`src/isodr_pkg.sv`:
```
// isodr_pkg: shared types and constants for the directory record scanner
// no dependencies; imported by the scanner top level and its checker
package isodr_pkg;

    localparam logic [1:0] ST_FOUND    = 2'd0;
    localparam logic [1:0] ST_NOTFOUND = 2'd1;
    localparam logic [1:0] ST_BAD      = 2'd2;

    localparam logic [1:0] PH_IDLE   = 2'd0;
    localparam logic [1:0] PH_EXPECT = 2'd1;
    localparam logic [1:0] PH_INREC  = 2'd2;
    localparam logic [1:0] PH_PAD    = 2'd3;

    localparam logic [2:0] REG_MODE     = 3'd0;
    localparam logic [2:0] REG_DIR_SIZE = 3'd1;
    localparam logic [2:0] REG_TINDEX   = 3'd2;
    localparam logic [2:0] REG_TLEN     = 3'd3;
    localparam logic [2:0] REG_TWORD0   = 3'd4;
    localparam logic [2:0] REG_TWORD1   = 3'd5;
    localparam logic [2:0] REG_TWORD2   = 3'd6;
    localparam logic [2:0] REG_TWORD3   = 3'd7;

    // byte offsets inside a directory record
    localparam logic [7:0] OFF_EXTENT   = 8'd2;
    localparam logic [7:0] OFF_SIZE     = 8'd10;
    localparam logic [7:0] OFF_FLAGS    = 8'd25;
    localparam logic [7:0] OFF_NAME_LEN = 8'd32;
    localparam logic [7:0] OFF_NAME     = 8'd33;
    localparam logic [7:0] MIN_REC_LEN  = 8'd34;
    localparam logic [7:0] NO_MISMATCH  = 8'd255;

    localparam logic [7:0] CH_SEMI  = 8'h3B;
    localparam logic [7:0] CH_DOT   = 8'h2E;
    localparam logic [7:0] CH_UPA   = 8'h41;
    localparam logic [7:0] CH_UPZ   = 8'h5A;
    localparam logic [7:0] CASE_OFS = 8'h20;

    localparam int OUT_W = 80;

    typedef logic [31:0][7:0] t_tchars;

    function automatic logic [7:0] to_lower(input logic [7:0] c);
        to_lower = (c >= CH_UPA && c <= CH_UPZ) ? c + CASE_OFS : c;
    endfunction

endpackage

```
`src/isodr_ram.sv`:
```
// isodr_ram: generic single write port ram with registered read
// no dependencies
module isodr_ram #(
    parameter int W = 8,
    parameter int D = 32
) (
    input  logic                 i_clk,
    input  logic                 i_we,
    input  logic [$clog2(D)-1:0] i_waddr,
    input  logic [W-1:0]         i_wdata,
    input  logic [$clog2(D)-1:0] i_raddr,
    output logic [W-1:0]         o_rdata
);
    logic [W-1:0] r_mem [D];

    always_ff @(posedge i_clk) begin
        if (i_we) begin
            r_mem[i_waddr] <= i_wdata;
        end
        o_rdata <= r_mem[i_raddr];
    end
endmodule

```
`src/iso9660_directory_record_scanner_top.sv`:
```
// Directory record scanner: takes one extent byte per cycle and answers each scan with a
// found / not found / malformed result; in index mode a found record with a visible name
// streams it lowercased, one character per result. An input byte is accepted in every
// cycle while the result register is free or being drained. While a name is streamed
// (up to NAME_CAP-1 results, one per cycle, paced by the name store's read port and
// the output handshake) no byte is accepted.
// depends on isodr_pkg and isodr_ram
module iso9660_directory_record_scanner_top
    import isodr_pkg::*;
#(
    parameter int BLOCK_BYTES  = 2048,
    parameter int TARGET_CHARS = 32,
    parameter int NAME_CAP     = 32
) (
    input  logic              i_clk,
    input  logic              i_rst_n,
    input  logic              i_s_axis_tvalid,
    output logic              o_s_axis_tready,
    input  logic [7:0]        i_s_axis_tdata,   // data_byte
    input  logic              i_s_axis_tuser,   // start_req
    output logic              o_m_axis_tvalid,
    input  logic              i_m_axis_tready,
    // status[1:0], is_directory[2], extent_block[34:3], data_size[66:35],
    // name_char[74:67], zero[79:75]
    output logic [OUT_W-1:0]  o_m_axis_tdata,
    output logic              o_m_axis_tlast,
    input  logic              i_cfg_valid,
    output logic              o_cfg_ready,
    input  logic [2:0]        i_cfg_addr,
    input  logic [63:0]       i_cfg_data
);
    localparam int PW = $clog2(BLOCK_BYTES);
    localparam int AW = $clog2(NAME_CAP);
    localparam logic [PW:0]   BLK      = (PW+1)'(BLOCK_BYTES);
    localparam logic [PW-1:0] POS_LAST = PW'(BLOCK_BYTES - 1);
    localparam logic [AW-1:0] CNT_MAX  = AW'(NAME_CAP - 1);
    localparam logic [5:0]    TC       = 6'(TARGET_CHARS);

    logic        r_mode;
    logic [31:0] r_dir_size, r_tindex;
    logic [5:0]  r_tlen;
    t_tchars     r_tchars;

    logic [1:0]    r_phase, n_phase;
    logic [31:0]   r_base, n_base;
    logic [PW-1:0] r_pos, n_pos;
    logic [7:0]    r_rl, n_rl, r_ro, n_ro, r_nl, n_nl, r_vis, n_vis, r_mm, n_mm;
    logic          r_dir, n_dir, r_cut, n_cut;
    logic [31:0]   r_ext, n_ext, r_size, n_size, r_ord, n_ord;

    logic          r_emit, n_emit, r_rd_ok;
    logic [AW-1:0] r_idx, n_idx, r_cnt, n_cnt, w_raddr;
    logic [7:0]    w_rdata;

    logic          r_ovalid;
    logic [1:0]    r_o_status;
    logic          r_o_dir, r_o_last;
    logic [31:0]   r_o_ext, r_o_size;
    logic [7:0]    r_o_char;

    logic       w_acc, w_out_free, w_emit_ld;
    logic       res_ld, res_rec;
    logic [1:0] res_status;
    logic       w_we;
    logic [8:0] w_ci;
    logic [5:0] w_tl_cap, w_tlen, w_vis1, w_tvis;

    assign o_cfg_ready     = 1'b1;
    assign w_out_free      = !r_ovalid || i_m_axis_tready;
    assign o_s_axis_tready = !r_emit && w_out_free;
    assign w_acc           = i_s_axis_tvalid && o_s_axis_tready;
    assign w_emit_ld       = r_emit && r_rd_ok && w_out_free;
    assign w_raddr         = w_emit_ld ? r_idx + 1'b1 : r_idx;

    // target name length and visible length
    always_comb begin
        w_tl_cap = (r_tlen > TC) ? TC : r_tlen;
        w_tlen   = w_tl_cap;
        for (int i = 31; i >= 0; i--) begin
            if (6'(i) < w_tl_cap && r_tchars[i] == 8'd0) w_tlen = 6'(i);
        end
        w_vis1 = w_tlen;
        for (int i = 31; i >= 0; i--) begin
            if (7'(i) + 7'd1 < {1'b0, w_tlen} && r_tchars[i] == CH_SEMI) w_vis1 = 6'(i);
        end
        w_tvis = 6'd0;
        for (int i = 0; i < 32; i++) begin
            if (6'(i) < w_vis1 && r_tchars[i] != CH_DOT) w_tvis = 6'(i + 1);
        end
    end

    always_comb begin
        logic [1:0] ph;
        logic       done;
        logic [7:0] b;
        logic [7:0] ci;
        logic       hit;
        n_phase = r_phase; n_base = r_base; n_pos = r_pos; n_rl = r_rl; n_ro = r_ro;
        n_nl = r_nl; n_vis = r_vis; n_mm = r_mm; n_dir = r_dir; n_cut = r_cut;
        n_ext = r_ext; n_size = r_size; n_ord = r_ord;
        n_emit = r_emit; n_idx = r_idx; n_cnt = r_cnt;
        res_ld = 1'b0; res_rec = 1'b0; res_status = ST_FOUND;
        w_we = 1'b0; w_ci = 9'd0;
        b = i_s_axis_tdata; done = 1'b0; hit = 1'b0; ph = PH_IDLE; ci = 8'd0;

        if (w_emit_ld) begin
            n_idx = r_idx + 1'b1;
            if (r_idx + 1'b1 == r_cnt) n_emit = 1'b0;
        end

        if (w_acc && (i_s_axis_tuser || r_phase != PH_IDLE)) begin
            if (i_s_axis_tuser) begin
                n_base = '0; n_pos = '0; n_rl = '0; n_ro = '0; n_nl = '0; n_vis = '0;
                n_mm = '0; n_dir = 1'b0; n_cut = 1'b0; n_ext = '0; n_size = '0;
                n_ord = '0; n_phase = PH_EXPECT;
            end
            if (i_s_axis_tuser && (r_dir_size == 32'd0 || (!r_mode && w_tlen == 6'd0))) begin
                res_ld = 1'b1; res_status = ST_NOTFOUND; n_phase = PH_IDLE; done = 1'b1;
            end else begin
                ph = (n_pos == '0) ? PH_EXPECT : n_phase;
                n_phase = ph;
                case (ph)
                    PH_EXPECT: begin
                        if ({1'b0, n_base} + 33'(n_pos) >= {1'b0, r_dir_size} || b == 8'd0) begin
                            n_phase = PH_PAD;
                        end else if (b < MIN_REC_LEN || {1'b0, n_pos} + (PW+1)'(b) > BLK) begin
                            res_ld = 1'b1; res_status = ST_BAD; n_phase = PH_IDLE; done = 1'b1;
                        end else begin
                            n_rl = b; n_ro = 8'd1; n_nl = '0; n_dir = 1'b0; n_ext = '0;
                            n_size = '0; n_vis = '0; n_mm = NO_MISMATCH; n_cut = 1'b0;
                            n_phase = PH_INREC;
                        end
                    end
                    PH_INREC: begin
                        if (r_ro >= OFF_EXTENT && r_ro < OFF_EXTENT + 8'd4) begin
                            n_ext[8*(2'(r_ro - OFF_EXTENT)) +: 8] = b;
                        end else if (r_ro >= OFF_SIZE && r_ro < OFF_SIZE + 8'd4) begin
                            n_size[8*(2'(r_ro - OFF_SIZE)) +: 8] = b;
                        end else if (r_ro == OFF_FLAGS) begin
                            n_dir = b[1];
                        end else if (r_ro == OFF_NAME_LEN) begin
                            if (b == 8'd0 || 9'(OFF_NAME) + 9'(b) > 9'(r_rl)) begin
                                res_ld = 1'b1; res_status = ST_BAD; n_phase = PH_IDLE;
                                done = 1'b1;
                            end else begin
                                n_nl = b;
                            end
                        end else if (r_ro >= OFF_NAME && 9'(r_ro) < 9'(OFF_NAME) + 9'(r_nl)) begin
                            ci   = r_ro - OFF_NAME;
                            w_ci = 9'(ci);
                            w_we = w_ci < 9'(NAME_CAP);
                            if (w_ci < 9'(TARGET_CHARS) && r_mm == NO_MISMATCH &&
                                to_lower(b) != to_lower(r_tchars[ci[4:0]])) begin
                                n_mm = ci;
                            end
                            if (!r_cut) begin
                                if (b == CH_SEMI && 9'(ci) + 9'd1 < 9'(r_nl)) n_cut = 1'b1;
                                else if (b != CH_DOT) n_vis = ci + 8'd1;
                            end
                        end
                        if (!done && 9'(r_ro) + 9'd1 >= 9'(r_rl)) begin
                            n_phase = PH_EXPECT;
                            if (n_nl > 8'd1) begin
                                if (!r_mode) begin
                                    hit = n_vis != 8'd0 && n_vis == 8'(w_tvis) && n_mm >= n_vis;
                                end else if (r_ord == r_tindex) begin
                                    hit = 1'b1;
                                end else begin
                                    n_ord = r_ord + 32'd1;
                                end
                            end
                            if (hit) begin
                                n_phase = PH_IDLE; done = 1'b1;
                                if (r_mode && n_vis != 8'd0) begin
                                    n_emit = 1'b1; n_idx = '0;
                                    n_cnt  = (n_vis > 8'(CNT_MAX)) ? CNT_MAX : n_vis[AW-1:0];
                                end else begin
                                    res_ld = 1'b1; res_rec = 1'b1; res_status = ST_FOUND;
                                end
                            end
                        end
                        n_ro = r_ro + 8'd1;
                    end
                    default: begin
                    end
                endcase
                if (!done) begin
                    if ({1'b0, n_base} >= {1'b0, r_dir_size} ||
                        (n_pos == POS_LAST &&
                         {1'b0, n_base} + 33'(BLOCK_BYTES) >= {1'b0, r_dir_size})) begin
                        res_ld = 1'b1; res_status = ST_NOTFOUND; n_phase = PH_IDLE;
                    end else if (n_pos == POS_LAST) begin
                        n_pos  = '0;
                        n_base = n_base + 32'(BLOCK_BYTES);
                    end else begin
                        n_pos = n_pos + 1'b1;
                    end
                end
            end
        end
    end

    isodr_ram #(.W(8), .D(NAME_CAP)) u_name (
        .i_clk   (i_clk),
        .i_we    (w_we),
        .i_waddr (w_ci[AW-1:0]),
        .i_wdata (to_lower(i_s_axis_tdata)),
        .i_raddr (w_raddr),
        .o_rdata (w_rdata)
    );

    always_ff @(posedge i_clk) begin
        if (!i_rst_n) begin
            r_mode <= 1'b0; r_dir_size <= 32'd2048; r_tindex <= '0; r_tlen <= '0;
            r_tchars <= '0;
            r_phase <= PH_IDLE; r_emit <= 1'b0; r_rd_ok <= 1'b0; r_ovalid <= 1'b0;
        end else begin
            if (i_cfg_valid) begin
                case (i_cfg_addr)
                    REG_MODE:     r_mode           <= i_cfg_data[0];
                    REG_DIR_SIZE: r_dir_size       <= i_cfg_data[31:0];
                    REG_TINDEX:   r_tindex         <= i_cfg_data[31:0];
                    REG_TLEN:     r_tlen           <= i_cfg_data[5:0];
                    REG_TWORD0:   r_tchars[7:0]    <= i_cfg_data;
                    REG_TWORD1:   r_tchars[15:8]   <= i_cfg_data;
                    REG_TWORD2:   r_tchars[23:16]  <= i_cfg_data;
                    REG_TWORD3:   r_tchars[31:24]  <= i_cfg_data;
                    default: begin
                    end
                endcase
            end
            r_phase <= n_phase;
            r_emit  <= n_emit;
            r_rd_ok <= n_emit && !(w_acc && n_emit && !r_emit);
            if (res_ld || w_emit_ld) r_ovalid <= 1'b1;
            else if (i_m_axis_tready) r_ovalid <= 1'b0;
        end
    end

    always_ff @(posedge i_clk) begin
        r_base <= n_base; r_pos <= n_pos; r_rl <= n_rl; r_ro <= n_ro; r_nl <= n_nl;
        r_vis <= n_vis; r_mm <= n_mm; r_dir <= n_dir; r_cut <= n_cut; r_ext <= n_ext;
        r_size <= n_size; r_ord <= n_ord; r_idx <= n_idx; r_cnt <= n_cnt;
        if (res_ld) begin
            r_o_status <= res_status;
            r_o_dir    <= res_rec ? n_dir : 1'b0;
            r_o_ext    <= res_rec ? n_ext : 32'd0;
            r_o_size   <= res_rec ? n_size : 32'd0;
            r_o_char   <= 8'd0;
            r_o_last   <= 1'b1;
        end else if (w_emit_ld) begin
            r_o_status <= ST_FOUND;
            r_o_dir    <= r_dir;
            r_o_ext    <= r_ext;
            r_o_size   <= r_size;
            r_o_char   <= w_rdata;
            r_o_last   <= (r_idx + 1'b1 == r_cnt);
        end
    end

    assign o_m_axis_tvalid = r_ovalid;
    assign o_m_axis_tlast  = r_o_last;
    assign o_m_axis_tdata  = {5'd0, r_o_char, r_o_size, r_o_ext, r_o_dir, r_o_status};
endmodule

```
`config.mk`:
```
export PLATFORM = sky130hd
export DESIGN_NAME = iso9660_directory_record_scanner_top
export DESIGN_NICKNAME = d
export VERILOG_FILES = /design/src/isodr_pkg.sv /design/src/isodr_ram.sv /design/src/iso9660_directory_record_scanner_top.sv
export SDC_FILE = /design/constraint.sdc
export NUM_CORES = 2
export LEC_CHECK = 0
export BUFFER_PORTS_ARGS = -buffer_cell sky130_fd_sc_hd__buf_2
export CAP_MARGIN = 20
export CORE_MARGIN = 5
export CORE_UTILIZATION = 30
export CTS_CLUSTER_SIZE = 16
export DETAILED_ROUTE_END_ITERATION = 10
export HOLD_SLACK_MARGIN = 0.02
export PLACE_DENSITY = 0.43
export SYNTH_ARGS = -nofsm -noshare
export SYNTH_HDL_FRONTEND = slang
export SYNTH_SLANG_ARGS = --single-unit
```
`constraint.sdc`:
```
create_clock -name i_clk -period 17.5 [get_ports i_clk]
set_input_delay 3.5 -clock i_clk [delete_from_list [all_inputs] [get_ports i_clk]]
set_output_delay 3.5 -clock i_clk [all_outputs]
set_load 0.03 [all_outputs]
```
==> run_results.csv <==
group,metric,value,unit
cts,clk_latency,730,ps
die,die_h,416,µm
die,die_w,416,µm
synthesis,syn_inst,5172,
detailed_routing,routed_wl,181,mm
die,fp-row-count,148,
synthesis,synthMostInstantiatedCell,"nand2_1",
global_routing,grt_max_degree,239,
sta,fin_skew,32.2,ps
cts,cts_tree,"built",
sta,fmax,82.8,MHz
job,maxCapViolations,0,
final_layout,design_area,55700,µm²
detailed_routing,wl_per_cell,24.3,µm
sta,hold_viol_final,0,
synthesis,ys_seq_area_frac,0.440,
synthesis,syn-cell-area,49300,µm²
sta,setup_viol,0,
detailed_routing,first_pass_iters,5,
cts,clockBufferDepth,3,
synthesis,ys_top_cells_by_count,"1002 x nand2_1, 444 x edfxtp_1, 419 x dfxtp_1",
sta,slew_violations,0,
final_layout,syn_to_final_growth,12.8,%
setup_path,path_buf_inv,7,
placement,dp_hpwl,126,mm
synthesis,synth_top_area_frac,0.270,
global_routing,grt.overflow.total,0,
global_routing,grt_pass1_wl,265,mm
final_layout,finalNetCount,5440,
pwr,peakVddDrop,0.0760,mV
global_routing,grt_pass1_vias,38574,
synthesis,synthFlopType,"edfxtp_1",
die,core,163000,µm²
die,ios,165,
setup_path,cp_common_cell,"a21o_1",
pwr,powerDensity,94.4,nW/µm²
cts,postCtsSetupRepairBufs,0,
cts,post_cts_resized,0,
synthesis,synth_area_leaders,"edfxtp_1 27%, dfxtp_1 17%, nand2_1 7.6%, a21boi_0 5.0%, mux4_2 4.4%",
global_routing,grt_util_met1,0.284,
global_routing,antenna_found_initial,6,
setup_path,critPathMaxFanout,67,
final_layout,layout.cells.non_filler,7456,
global_routing,grt_use_met3,0.0392,
die,initial_core_util,0.302,
detailed_routing,ant_nets,0,
detailed_routing,drtIter0Drc,3665,
cts,cts_max_level,3,
synthesis,yosysTopAreaCell,"edfxtp_1",
detailed_routing,vias,40250,
setup_path,cpPeakStageDelay,730,ps
placement,gp_congestion,0.923,
synthesis,synth-seq-cells,863,
detailed_routing,viasPerCell,5.40,
setup_path,cp.required,17840,ps
cts,ctsHoldBuffers,0,
cts,cts_root_buf,"clkbuf_16",
setup_path,critPathTopFamily,"compound AO/OA/AOI/OAI gates",
cts,numCtsBuffers,102,
cts,cts_num_sinks,863,
setup_path,critPathCaptureType,"register",
placement,placed_cells,7263,
sta,rsz0062_at_grt,"no",
synthesis,yosysWarnings,0,
sta,timing.setup.tns,0,ps
global_routing,grt_usage,0.201,
detailed_routing,drc_errors,0,
setup_path,worstSetupPathType,"input pin to register",
synthesis,postSynthAreaPerCell,9.54,µm²
synthesis,synthArstFlopShare,0,
setup_path,crit_path_top_delay_cell,"buf_4",
placement,placed_cell_area,52200,µm²
setup_path,cp.arrival,12410,ps
synthesis,synthDistinctLibCells,119,
final_layout,drive_above_1_share,0.126,
sta,fin_crit,12070,ps
sta,period_share,0.690,
sta,worst_pin_slew,1230,ps
final_layout,num_antenna_cells,0,
outcome,status,"complete, no violations",
die,die_area,173000,µm²
sta,max-slew-margin-rel,0.159,
synthesis,synth_edf_count,444,
pwr,leakage,20.3,nW
setup_path,startpoint_type,"input pin",
global_routing,use_met2,0.316,
placement,portBuffers,158,
min_path,hold_class,"register to register",
global_routing,grt_most_used_layer,"met2",
pwr,power,0.00525,W
cts,clk_pin_slew,60,ps
-- registers in the layout (all words and copies together) (netlist names), 11 cells and up --
name and count:
r_tindex 32, r_size 32, r_base 32, r_pos 11, r_tchars 256, r_o_size 32, u_name.r_mem 256, r_ord 32
r_dir_size 32, r_ext 32, r_o_ext 32
-- power breakdown --
group | internal, W | switching (W) | leakage [nW]
clock network | 0.00126 | 0.000925 | 1.68
registers | 0.00218 | 0.0000514 | 7.50
logic | 0.000264 | 0.000573 | 11.1
total | 0.00371 | 0.00155 | 20.3
-- cell type report --
| cell class | count | area (µm²) |
|---|---|---|
| clock buffer | 136 | 2820 |
| clock inverter | 54 | 579 |
| fill | 16662 | 107000 |
| inverter | 180 | 681 |
| multi-input combinational | 3818 | 25700 |
| sequential | 863 | 21700 |
| tap | 2175 | 2720 |
| timing repair buffer | 230 | 1410 |
-- worst paths after layout --
check | endpoint | depth (start not counted) | slack (ps) | from
max | r_o_status[1]$_SDFFCE_PP0P_ | 42 | 5430 | i_s_axis_tuser
min | r_tindex[21]$_SDFFE_PN0P_ | 2 | 480 | r_tindex[21]$_SDFFE_PN0P_
max reg2reg | r_o_size[1]$_DFFE_PP_ | 35 | 5850 | r_ro[0]$_DFFE_PP_
min reg2reg | r_tindex[21]$_SDFFE_PN0P_ | 2 | 480 | r_tindex[21]$_SDFFE_PN0P_
-- stage by stage --
stage	utilization	hold slack (ps)	worst slack (ps)
finish	0.341	478	5430
global route	0.341	503	4650
CTS	0.341	482	5400
detailed placement	0.320	474	4650
global placement	0.320	465	4690
floorplan	-	453	1540
-- per-layer routing --
layer  up-vias  wire length (µm)
met2      1176             81500
met4         0              4910
li1      18911                 -
met3       235             11100
met5         -                 0
met1     19928             83700
-- kinds of logic after synthesis --
group,Yosys count,share of synthesized area
AND/OR/NAND/NOR,2028,0.193
flip-flops,863,0.440
other,2,0.000152
multiplexers,205,0.0663
XOR/XNOR,156,0.0277
buffers and inverters,495,0.0426
adder cells (fa/ha/maj),165,0.0421
AO/OA/AOI/OAI,1258,0.188
-- tightest hold or removal path: stages, from the launching register on --
cell and delay [ps]:
dfxtp_1 320, nand2_1 50, a21boi_0 60
-- layout by cell type, fill, tap and decap left out, types with 82 or more instances in the layout --
master        n
nand2_1    1002
edfxtp_1    444
dfxtp_1     419
a21boi_0    325
nor2_1      284
inv_1       177
ha_1        161
buf_2       157
a21oi_1     147
o21ai_0     119
nand3_1     105
clkbuf_16   103
mux2i_1      98
mux4_2       96
nor2b_1      95
nand4_1      85
a22oi_1      82
Power figures use the tool's default switching activity.
